$ cat config.mk
export PLATFORM = sky130hd
export DESIGN_NAME = lpgc_stream_ctr
export DESIGN_NICKNAME = d
export VERILOG_FILES = /design/src/lpgc_pkg.sv /design/src/lpgc_stream_ctr.sv
export SDC_FILE = /design/constraint.sdc
export NUM_CORES = 1
export LEC_CHECK = 0
export BUFFER_PORTS_ARGS = -buffer_cell sky130_fd_sc_hd__buf_4
export CORE_ASPECT_RATIO = 1.75
export CORE_MARGIN = 4
export CORE_UTILIZATION = 35
export CTS_CLUSTER_DIAMETER = 100
export DETAILED_ROUTE_END_ITERATION = 7
export PLACE_DENSITY = 0.55
export SLEW_MARGIN = 20
export SYNTH_ARGS = -nofsm -noshare
export SYNTH_HDL_FRONTEND = slang
export SYNTH_SLANG_ARGS = --single-unit
$ cat constraint.sdc
create_clock -name clk_i -period 3.1 [get_ports clk_i]
set_input_delay 0.31 -clock clk_i [delete_from_list [all_inputs] [get_ports clk_i]]
set_output_delay 0.31 -clock clk_i [all_outputs]
set_load 0.05 [all_outputs]
$ cat src/lpgc_pkg.sv
// ----------------------------------------------------------------------------
// lpgc_pkg
// Shared types, constants and helper functions of the looped pattern
// generator and checker.
// ----------------------------------------------------------------------------
package lpgc_pkg;

  // Default sizes, handed to the top level parameters
  localparam int PatternDepthDef = 1024;
  localparam int RingAddrBitsDef = 16;

  // Fixed field widths
  localparam int CfgDataW  = 17;
  localparam int CfgIdxW   = 2;
  localparam int PatLenW   = 11;
  localparam int PatIdxW   = 10;
  localparam int RingOutW  = 16;
  localparam int BlockCntW = 16;
  localparam int SeedIdxW  = 12;

  // Block size clamp: zero acts as one, anything above 65536 as 65536
  localparam logic [CfgDataW-1:0] BlockMax = 17'd65536;

  // Register reset values
  localparam logic [CfgDataW-1:0] RingBytesRst   = 17'd65536;
  localparam logic [CfgDataW-1:0] TickBytesRst   = 17'd3200;
  localparam logic [CfgDataW-1:0] PeriodBytesRst = 17'd4096;
  localparam logic [PatLenW-1:0]  PatLenRst      = 11'd7;

  // Seed pattern "abacaba"
  localparam int SeedLen = 7;
  localparam logic [7:0] SeedPattern [SeedLen] = '{8'd97, 8'd98, 8'd97, 8'd99,
                                                  8'd97, 8'd98, 8'd97};

  // Configuration register indexes
  localparam logic [CfgIdxW-1:0] CFG_RING_BYTES   = 2'd0;
  localparam logic [CfgIdxW-1:0] CFG_TICK_BYTES   = 2'd1;
  localparam logic [CfgIdxW-1:0] CFG_PERIOD_BYTES = 2'd2;
  localparam logic [CfgIdxW-1:0] CFG_PAT_LEN      = 2'd3;

  // Request modes
  typedef enum logic [1:0] {
    MODE_LOAD    = 2'd0,
    MODE_PLAY    = 2'd1,
    MODE_CAPTURE = 2'd2,
    MODE_RESTART = 2'd3
  } lpgc_mode_e;

  // Configuration register set
  typedef struct packed {
    logic [CfgDataW-1:0] ring_bytes;
    logic [CfgDataW-1:0] tick_bytes;
    logic [CfgDataW-1:0] period_size_bytes;
    logic [PatLenW-1:0]  pattern_length;
  } lpgc_cfg_t;

  // One input request
  typedef struct packed {
    logic [1:0]         mode;
    logic [7:0]         data_in;
    logic [PatIdxW-1:0] pattern_index;
  } lpgc_item_t;

  // Front stage result, handed to the check stage
  typedef struct packed {
    logic [1:0]          mode;
    logic [7:0]          data;
    logic [RingOutW-1:0] addr;
    logic                tick_end;
    logic                period_elapsed;
  } lpgc_s1_t;

  // One output result
  typedef struct packed {
    logic [7:0]          data_out;
    logic [RingOutW-1:0] ring_address;
    logic                period_elapsed;
    logic                mismatch_flag;
    logic                tick_end;
  } lpgc_res_t;

  // Clamp a tick or period size to 1..65536
  function automatic logic [CfgDataW-1:0] block_lim(input logic [CfgDataW-1:0] v);
    logic [CfgDataW-1:0] r;
    if (v == '0) begin
      r = 17'd1;
    end else if (v > BlockMax) begin
      r = BlockMax;
    end else begin
      r = v;
    end
    return r;
  endfunction

  // Reset content of a pattern store entry
  function automatic logic [7:0] seed_byte(input logic [SeedIdxW-1:0] idx);
    logic [7:0] r;
    r = 8'd0;
    if (idx < SeedIdxW'(SeedLen)) begin
      r = SeedPattern[idx[2:0]];
    end
    return r;
  endfunction

endpackage

$ cat src/lpgc_stream_ctr.sv
// ----------------------------------------------------------------------------
// lpgc_stream_ctr
// Front stage: ring position, pattern phase, period and tick counters.
// Issues the pattern store read for the current phase and the load write.
// ----------------------------------------------------------------------------
module lpgc_stream_ctr #(
  parameter int PatternDepth = lpgc_pkg::PatternDepthDef,
  parameter int RingAddrBits = lpgc_pkg::RingAddrBitsDef
) (
  input  logic                            clk_i,
  input  logic                            rst_ni,
  input  lpgc_pkg::lpgc_cfg_t             cfg_i,
  input  logic                            adv_i,
  input  lpgc_pkg::lpgc_item_t            item_i,
  output logic [$clog2(PatternDepth)-1:0] phase_o,
  output logic                            wr_en_o,
  output logic [$clog2(PatternDepth)-1:0] wr_addr_o,
  output logic [7:0]                      wr_data_o,
  output lpgc_pkg::lpgc_s1_t              res_o
);

  localparam int PAW = $clog2(PatternDepth);
  localparam int PLW = (PAW + 1 > lpgc_pkg::PatLenW) ? PAW + 1 : lpgc_pkg::PatLenW;
  localparam int RW  = (RingAddrBits + 1 > lpgc_pkg::CfgDataW) ?
                       RingAddrBits + 1 : lpgc_pkg::CfgDataW;
  localparam int BW  = lpgc_pkg::BlockCntW;
  localparam int CW  = lpgc_pkg::CfgDataW;
  localparam int IW  = lpgc_pkg::PatIdxW + 3;

  logic [RingAddrBits-1:0] ring_q, ring_d;
  logic [PAW-1:0]          phase_q, phase_d;
  logic [BW-1:0]           period_q, period_d;
  logic [BW-1:0]           tick_q, tick_d;
  logic                    pend_q, pend_d;

  logic [RW-1:0]  ring_full, ring_cfg, ring_lim, ring_inc;
  logic [PLW-1:0] pat_cfg, pat_lim, phase_inc;
  logic [CW-1:0]  period_lim, tick_lim, period_inc, tick_inc;
  logic           step, tick_end, period_el;

  // Clamp the limits
  always_comb begin
    ring_full = RW'(1) << RingAddrBits;
    ring_cfg  = RW'(cfg_i.ring_bytes);
    ring_lim  = (ring_cfg == '0 || ring_cfg > ring_full) ? ring_full : ring_cfg;
    pat_cfg   = PLW'(cfg_i.pattern_length);
    if (pat_cfg == '0) begin
      pat_lim = PLW'(1);
    end else if (pat_cfg > PLW'(PatternDepth)) begin
      pat_lim = PLW'(PatternDepth);
    end else begin
      pat_lim = pat_cfg;
    end
    period_lim = lpgc_pkg::block_lim(cfg_i.period_size_bytes);
    tick_lim   = lpgc_pkg::block_lim(cfg_i.tick_bytes);
  end

  assign ring_inc   = RW'(ring_q) + RW'(1);
  assign phase_inc  = PLW'(phase_q) + PLW'(1);
  assign period_inc = CW'(period_q) + CW'(1);
  assign tick_inc   = CW'(tick_q) + CW'(1);

  assign step = (item_i.mode == lpgc_pkg::MODE_PLAY) ||
                (item_i.mode == lpgc_pkg::MODE_CAPTURE);

  // Advance the counters for a playback or capture byte, clear on restart
  always_comb begin
    ring_d    = ring_q;
    phase_d   = phase_q;
    period_d  = period_q;
    tick_d    = tick_q;
    pend_d    = pend_q;
    tick_end  = 1'b0;
    period_el = 1'b0;
    if (step) begin
      ring_d  = (ring_inc >= ring_lim) ? '0 : ring_inc[RingAddrBits-1:0];
      phase_d = (phase_inc >= pat_lim) ? '0 : phase_inc[PAW-1:0];
      if (period_inc >= period_lim) begin
        period_d = '0;
        pend_d   = 1'b1;
      end else begin
        period_d = period_inc[BW-1:0];
      end
      if (tick_inc >= tick_lim) begin
        tick_end  = 1'b1;
        period_el = pend_d;
        pend_d    = 1'b0;
        tick_d    = '0;
      end else begin
        tick_d = tick_inc[BW-1:0];
      end
    end else if (item_i.mode == lpgc_pkg::MODE_RESTART) begin
      ring_d   = '0;
      phase_d  = '0;
      period_d = '0;
      tick_d   = '0;
      pend_d   = 1'b0;
    end
  end

  always_ff @(posedge clk_i or negedge rst_ni) begin
    if (!rst_ni) begin
      ring_q   <= '0;
      phase_q  <= '0;
      period_q <= '0;
      tick_q   <= '0;
      pend_q   <= 1'b0;
    end else if (adv_i) begin
      ring_q   <= ring_d;
      phase_q  <= phase_d;
      period_q <= period_d;
      tick_q   <= tick_d;
      pend_q   <= pend_d;
    end
  end

  // Load write, dropped when the index is past the store
  assign wr_en_o   = adv_i && (item_i.mode == lpgc_pkg::MODE_LOAD) &&
                     (IW'(item_i.pattern_index) < IW'(PatternDepth));
  assign wr_addr_o = PAW'(item_i.pattern_index);
  assign wr_data_o = item_i.data_in;
  assign phase_o   = phase_q;

  // Hand the request on to the check stage
  always_comb begin
    res_o.mode           = item_i.mode;
    res_o.data           = item_i.data_in;
    res_o.addr           = (item_i.mode == lpgc_pkg::MODE_RESTART) ?
                           '0 : lpgc_pkg::RingOutW'(ring_q);
    res_o.tick_end       = tick_end;
    res_o.period_elapsed = period_el;
  end

endmodule

# Word level (Yosys, flattened, before mapping)
# Index checks and enable logic that the tools add are counted.
[word_totals]
out_inout_bits = 57
in_bits = 85
reg_bits = 59
[op_classes]
n_lt_le_gt_ge = 8
n_addsub = 4
n_mux = 26
eq_ne = 3
reduce_logical = 10
[ops]
columns = ["cell", "count"]
rows = [
  ["$mux W16", 8],
  ["$mux W17", 5],
  ["$add A16 B1 Y17 const B", 3],
  ["$ge A17 B17 Y1", 3],
  ["$gt A17 B17 Y1 const B", 3],
  ["$logic_not A17 Y1", 3],
  ["$mux W10", 3],
  ["$mux W11", 2],
  ["$add A10 B1 Y11 const B", 1],
  ["$ge A11 B11 Y1", 1],
  ["$gt A11 B11 Y1 const B", 1],
  ["$logic_not A11 Y1", 1],
  ["$mux W1", 8],
  ["$eq A2 B2 Y1 const B", 2],
  ["$eq A2 B1 Y1 const B", 1],
  ["$logic_not A2 Y1", 1],
  ["$logic_or A1 B1 Y1", 2],
  ["$reduce_and A2 Y1", 1],
  ["$reduce_bool A2 Y1", 1],
  ["$logic_and A1 B1 Y1", 1],
]

# Logic depth before layout (Yosys ltp)
[logic_depth]
ltp_word = 7
depth_mapped = 15
mapped_depth_nobuf = 13

# Worst setup path after synthesis
# OpenSTA, ideal clock, no wires.
[synth_path]
kind = "register to output"
from = "reg tick_q[0]"
to = "out res_o[0] (netlist bit)"
setup_slack_ns = -0.304
n_path_buf = 1
stages_incl_launch_ff = 15
required_time_ns = 2.790
t_arrival_ns = 3.094
cell_sequence = "dfrtp_1 > ha_1 > and4_1 > and4_4 > nand3_1 > or2_2 > xnor2_1 > ha_1 > nand4_1 > nor3_1 > o211ai_1 > and3b_1 > nor2b_1 > o21a_1 > buf_4"
[synth_via]
elab_chain_len = 4
[synth_rtl]
columns = ["element", "line_no", "rtl"]
rows = [
  ["from (decl)", "lpgc_stream_ctr.sv:33", "logic [BW-1:0] tick_q, tick_d;"],
  ["from (signal assigned)", "lpgc_stream_ctr.sv:112", "tick_q <= tick_d;"],
  ["$add A16 B1 Y17", "lpgc_stream_ctr.sv:61", "assign tick_inc = CW'(tick_q) + CW'(1);"],
  ["$ge A17 B17 Y1", "lpgc_stream_ctr.sv:84", "if (tick_inc >= tick_lim) begin"],
  ["$mux W1", "lpgc_stream_ctr.sv:84", ""],
  ["$mux W1", "lpgc_stream_ctr.sv:75", "if (step) begin"],
  ["to (decl)", "lpgc_stream_ctr.sv:19", "output lpgc_pkg::lpgc_s1_t res_o"],
]
# Every way passes these cells.

==> reports/qor.yml <==
run_status:
  status: "finished with violations"
  violations: "setup timing"
worst_setup_path:
  start_kind: "flip-flop"
  cp-end-kind: "primary output"
  worstSetupPathType: "flip-flop to primary output"
  required_ns: 2.79
  arrival_ns: 3.35
  r2r_setup_slack_ns: -0.01
  critical_path_peak_fanout: 4
floorplan:
  die_h_um: 176
  die_width_um: 104
  io_pins: 142
  core_mm2: 0.0159
  num_rows: 61
  die_area_mm2: 0.0183
  initial_core_util_pct: 35.6
sta:
  finalMaxSlewViolations: 0
  tightest_slew_ns: 0.792
  finClkSkew_ns: 0.00753
  worst_slack_ns: -0.560
  finalCritPeriodShare_pct: 118
  clock.fmax_mhz: 273
  fin_crit_ns: 3.66
  hold_ws_ns: 0.0558
  rsz0062_at_grt: "true"
  finalHoldViolCount: 0
  setup_violations: 3
  relSlewSlack_pct: 47.2
layout:
  area.sequential_mm2: 0.00148
  syn2layout_area_growth_pct: 34.4
  layout_common_cells: "buf_4 (183), nand2_1 (118), ha_1 (68)"
  n_antenna_cell: 0
  layout-drive-gt1-share_pct: 31.7
  final_common_cell: "buf_4"
  n_fill_cell: 1570
  layout.nets: 993
  multiInputGateArea_mm2: 0.00401
  utilization_pct: 47.8
placement:
  dp_hpwl_mm: 13.0
  port_buffers: 97
  place.gp.congestion: 0.875
  pre_cts_slack_ns: -0.207
run:
  drv_cap: 0
cts:
  htreeDepth: 3
  clock-root-buffer: "clkbuf_16"
  worstSkewPairLatency_ns: 0.34
  cts_max_path_buffers: 2
  numCtsBuffers: 9
  path_clk_slew_ns: 0.05
  clock-sinks: 59
  cts_tree: "built"
logic_synthesis:
  yosysUniqueCellTypes: 57
  yosysSeqAreaShare_pct: 26.1
  synth_cells: 690
  syn-num-nets: 845
  synth_warnings: 0
  ys.flop_type: "dfrtp_1"
  syn_avg_cell_area_um2: 8.19
  ys_ff_latch: 59
  synth_edf_count: 0
  ys_async_sr_fraction_pct: 100
  synth.cell_area_mm2: 0.00565
grt:
  grt_max_degree: 60
  grt_pass1_wl_mm: 26.8
  grt_antenna_before_repair: 0
  track_usage_pct: 17.8
  grt_pass1_vias: 5878
  grt_overflow: 0
power:
  power_switching_mw: 1.34
  power_density_mw_per_mm2: 461
  worst_ir_drop_vdd_mv: 0.386
  p_seq_share_pct: 28.0
  comb_power_share_pct: 42.5
  leakagePower_nw: 3.77
  clkPwrFrac_pct: 29.5
  p_int_mw: 2.15
  total_power_mw: 3.50
  sw_frac_of_total_pct: 38.4
hold_path:
  hp-class: "input pin to asynchronous set/reset pin"
drt:
  wl_per_cell_um: 16.2
  vias: 5630
  wl_mm: 16.8
  dr.pass1.iters: 6
  drt-initial-drc-count: 160
  routed_via_density: 5.46
  ant_nets: 0
  route.detailed.drc: 0
-- worst max-delay path, stage by stage, from the launching register on --
cell and delay, ns:
dfrtp_1 0.36, ha_2 0.19, and4_1 0.23, and4_4 0.24, buf_4 0.13, nand3_1 0.15, xnor2_2 0.21, ha_1 0.32
nand2_1 0.07, nor3_2 0.23, o211ai_1 0.15, and3b_2 0.26, nor2b_2 0.13, o21a_1 0.19, buf_6 0.18
-- sequential cells by signal (all words and copies together) (netlist names) --
signal and cells:
pend_q 1, tick_q 16, ring_q 16, period_q 16, phase_o 10
-- cell usage after synthesis, types with 8 or more instances --
| cell | instances | area share [%] |
|---|---|---|
| ha_1 | 70 | 16 |
| inv_1 | 13 | 0.86 |
| xor2_1 | 10 | 1.6 |
| nor4_1 | 16 | 1.8 |
| a21o_1 | 14 | 1.9 |
| nor2_1 | 28 | 1.9 |
| nand2b_1 | 20 | 2.2 |
| clkbuf_1 | 17 | 1.1 |
| nand3_1 | 38 | 3.4 |
| o21ai_0 | 33 | 2.9 |
| nand2_1 | 118 | 7.8 |
| nand4_1 | 16 | 1.8 |
| dfrtp_1 | 59 | 26 |
| buf_4 | 33 | 4.4 |
| a21oi_1 | 34 | 3.0 |
| o2111ai_1 | 8 | 1.2 |
| and3_1 | 12 | 1.3 |
| nor2b_1 | 24 | 2.7 |
| xnor2_1 | 29 | 4.5 |
| a22o_1 | 13 | 2.0 |
| a32o_1 | 8 | 1.4 |
-- kinds of logic after synthesis --
logic type      after synthesis  synth area share, %
compound gates              139                 16.7
xor+xnor                     39                 6.05
fa+ha+maj                    70                 15.5
buf+inv                      69                 6.98
flops                        59                 26.1
mux                           2                0.377
simple gates                312                 28.2
-- per-stage QoR --
stage	area, µm²	instances	setup TNS (ns)
final	7590	1032	-1.03
after global routing	7590	1032	-2.67
after CTS	7340	1021	-1.11
after detailed placement	6890	998	-2.74
after global placement	6890	998	-1.02
after floorplan	5680	690	-0.0453
-- per-layer routing --
layer | part of all wire, % | vias to the layer above | GRT usage (%)
li1 | - | 2764 | -
met3 | 3.2 | 53 | 3.15
met4 | 4.6 | 0 | 9.60
met5 | 0 | - | 0
met1 | 36 | 2684 | 16.8
met2 | 56 | 129 | 35.7
-- path summary, 6_finish.rpt --
kind / startpoint / cells after the start / to
worst max-delay path: tick_q[1]$_DFFE_PN0P_ / 14 / res_o[0]
max in group asynchronous: rst_ni / 1 / phase_o[0]$_DFFE_PN0P_
worst max register to register: period_q[1]$_DFFE_PN0P_ / 13 / period_q[11]$_DFFE_PN0P_
worst min-delay path: rst_ni / 1 / ring_q[10]$_DFFE_PN0P_
worst min register to register: pend_q$_DFFE_PN0P_ / 2 / pend_q$_DFFE_PN0P_
min in group clk_i: adv_i / 3 / ring_q[8]$_DFFE_PN0P_
-- power by group through the flow --
stage | clock (mW) | sequential [mW] | combinational, mW
finish | 1.03 | 0.978 | 1.49
global route | 1.09 | 0.993 | 1.65
CTS | 1.06 | 0.971 | 1.46
detailed placement | 0 | 0.981 | 1.44
global placement | 0 | 0.976 | 1.40
floorplan | 0 | 1.02 | 0.924
-- cell type report --
class                   instances  share of cell area, %
clock inverters                 5                  0.808
well taps                     189                   3.12
inverters                      14                  0.692
clock buffers                  11                   3.33
multi-input cells             562                   52.8
flip-flops and latches         59                   19.5
repair buffers                192                   19.8
-- timing repair --
| item | CTS | global route |
|---|---|---|
| buffers inserted | 7 | 11 |
| endpoints found under the setup margin | 21 | 51 |
| hold buffers | 0 | 0 |
| gates cloned | 0 | 1 |
| pin swaps | 13 | 23 |
| resized for setup | 22 | 34 |
Note: power is estimated with default switching activity, not from simulation.
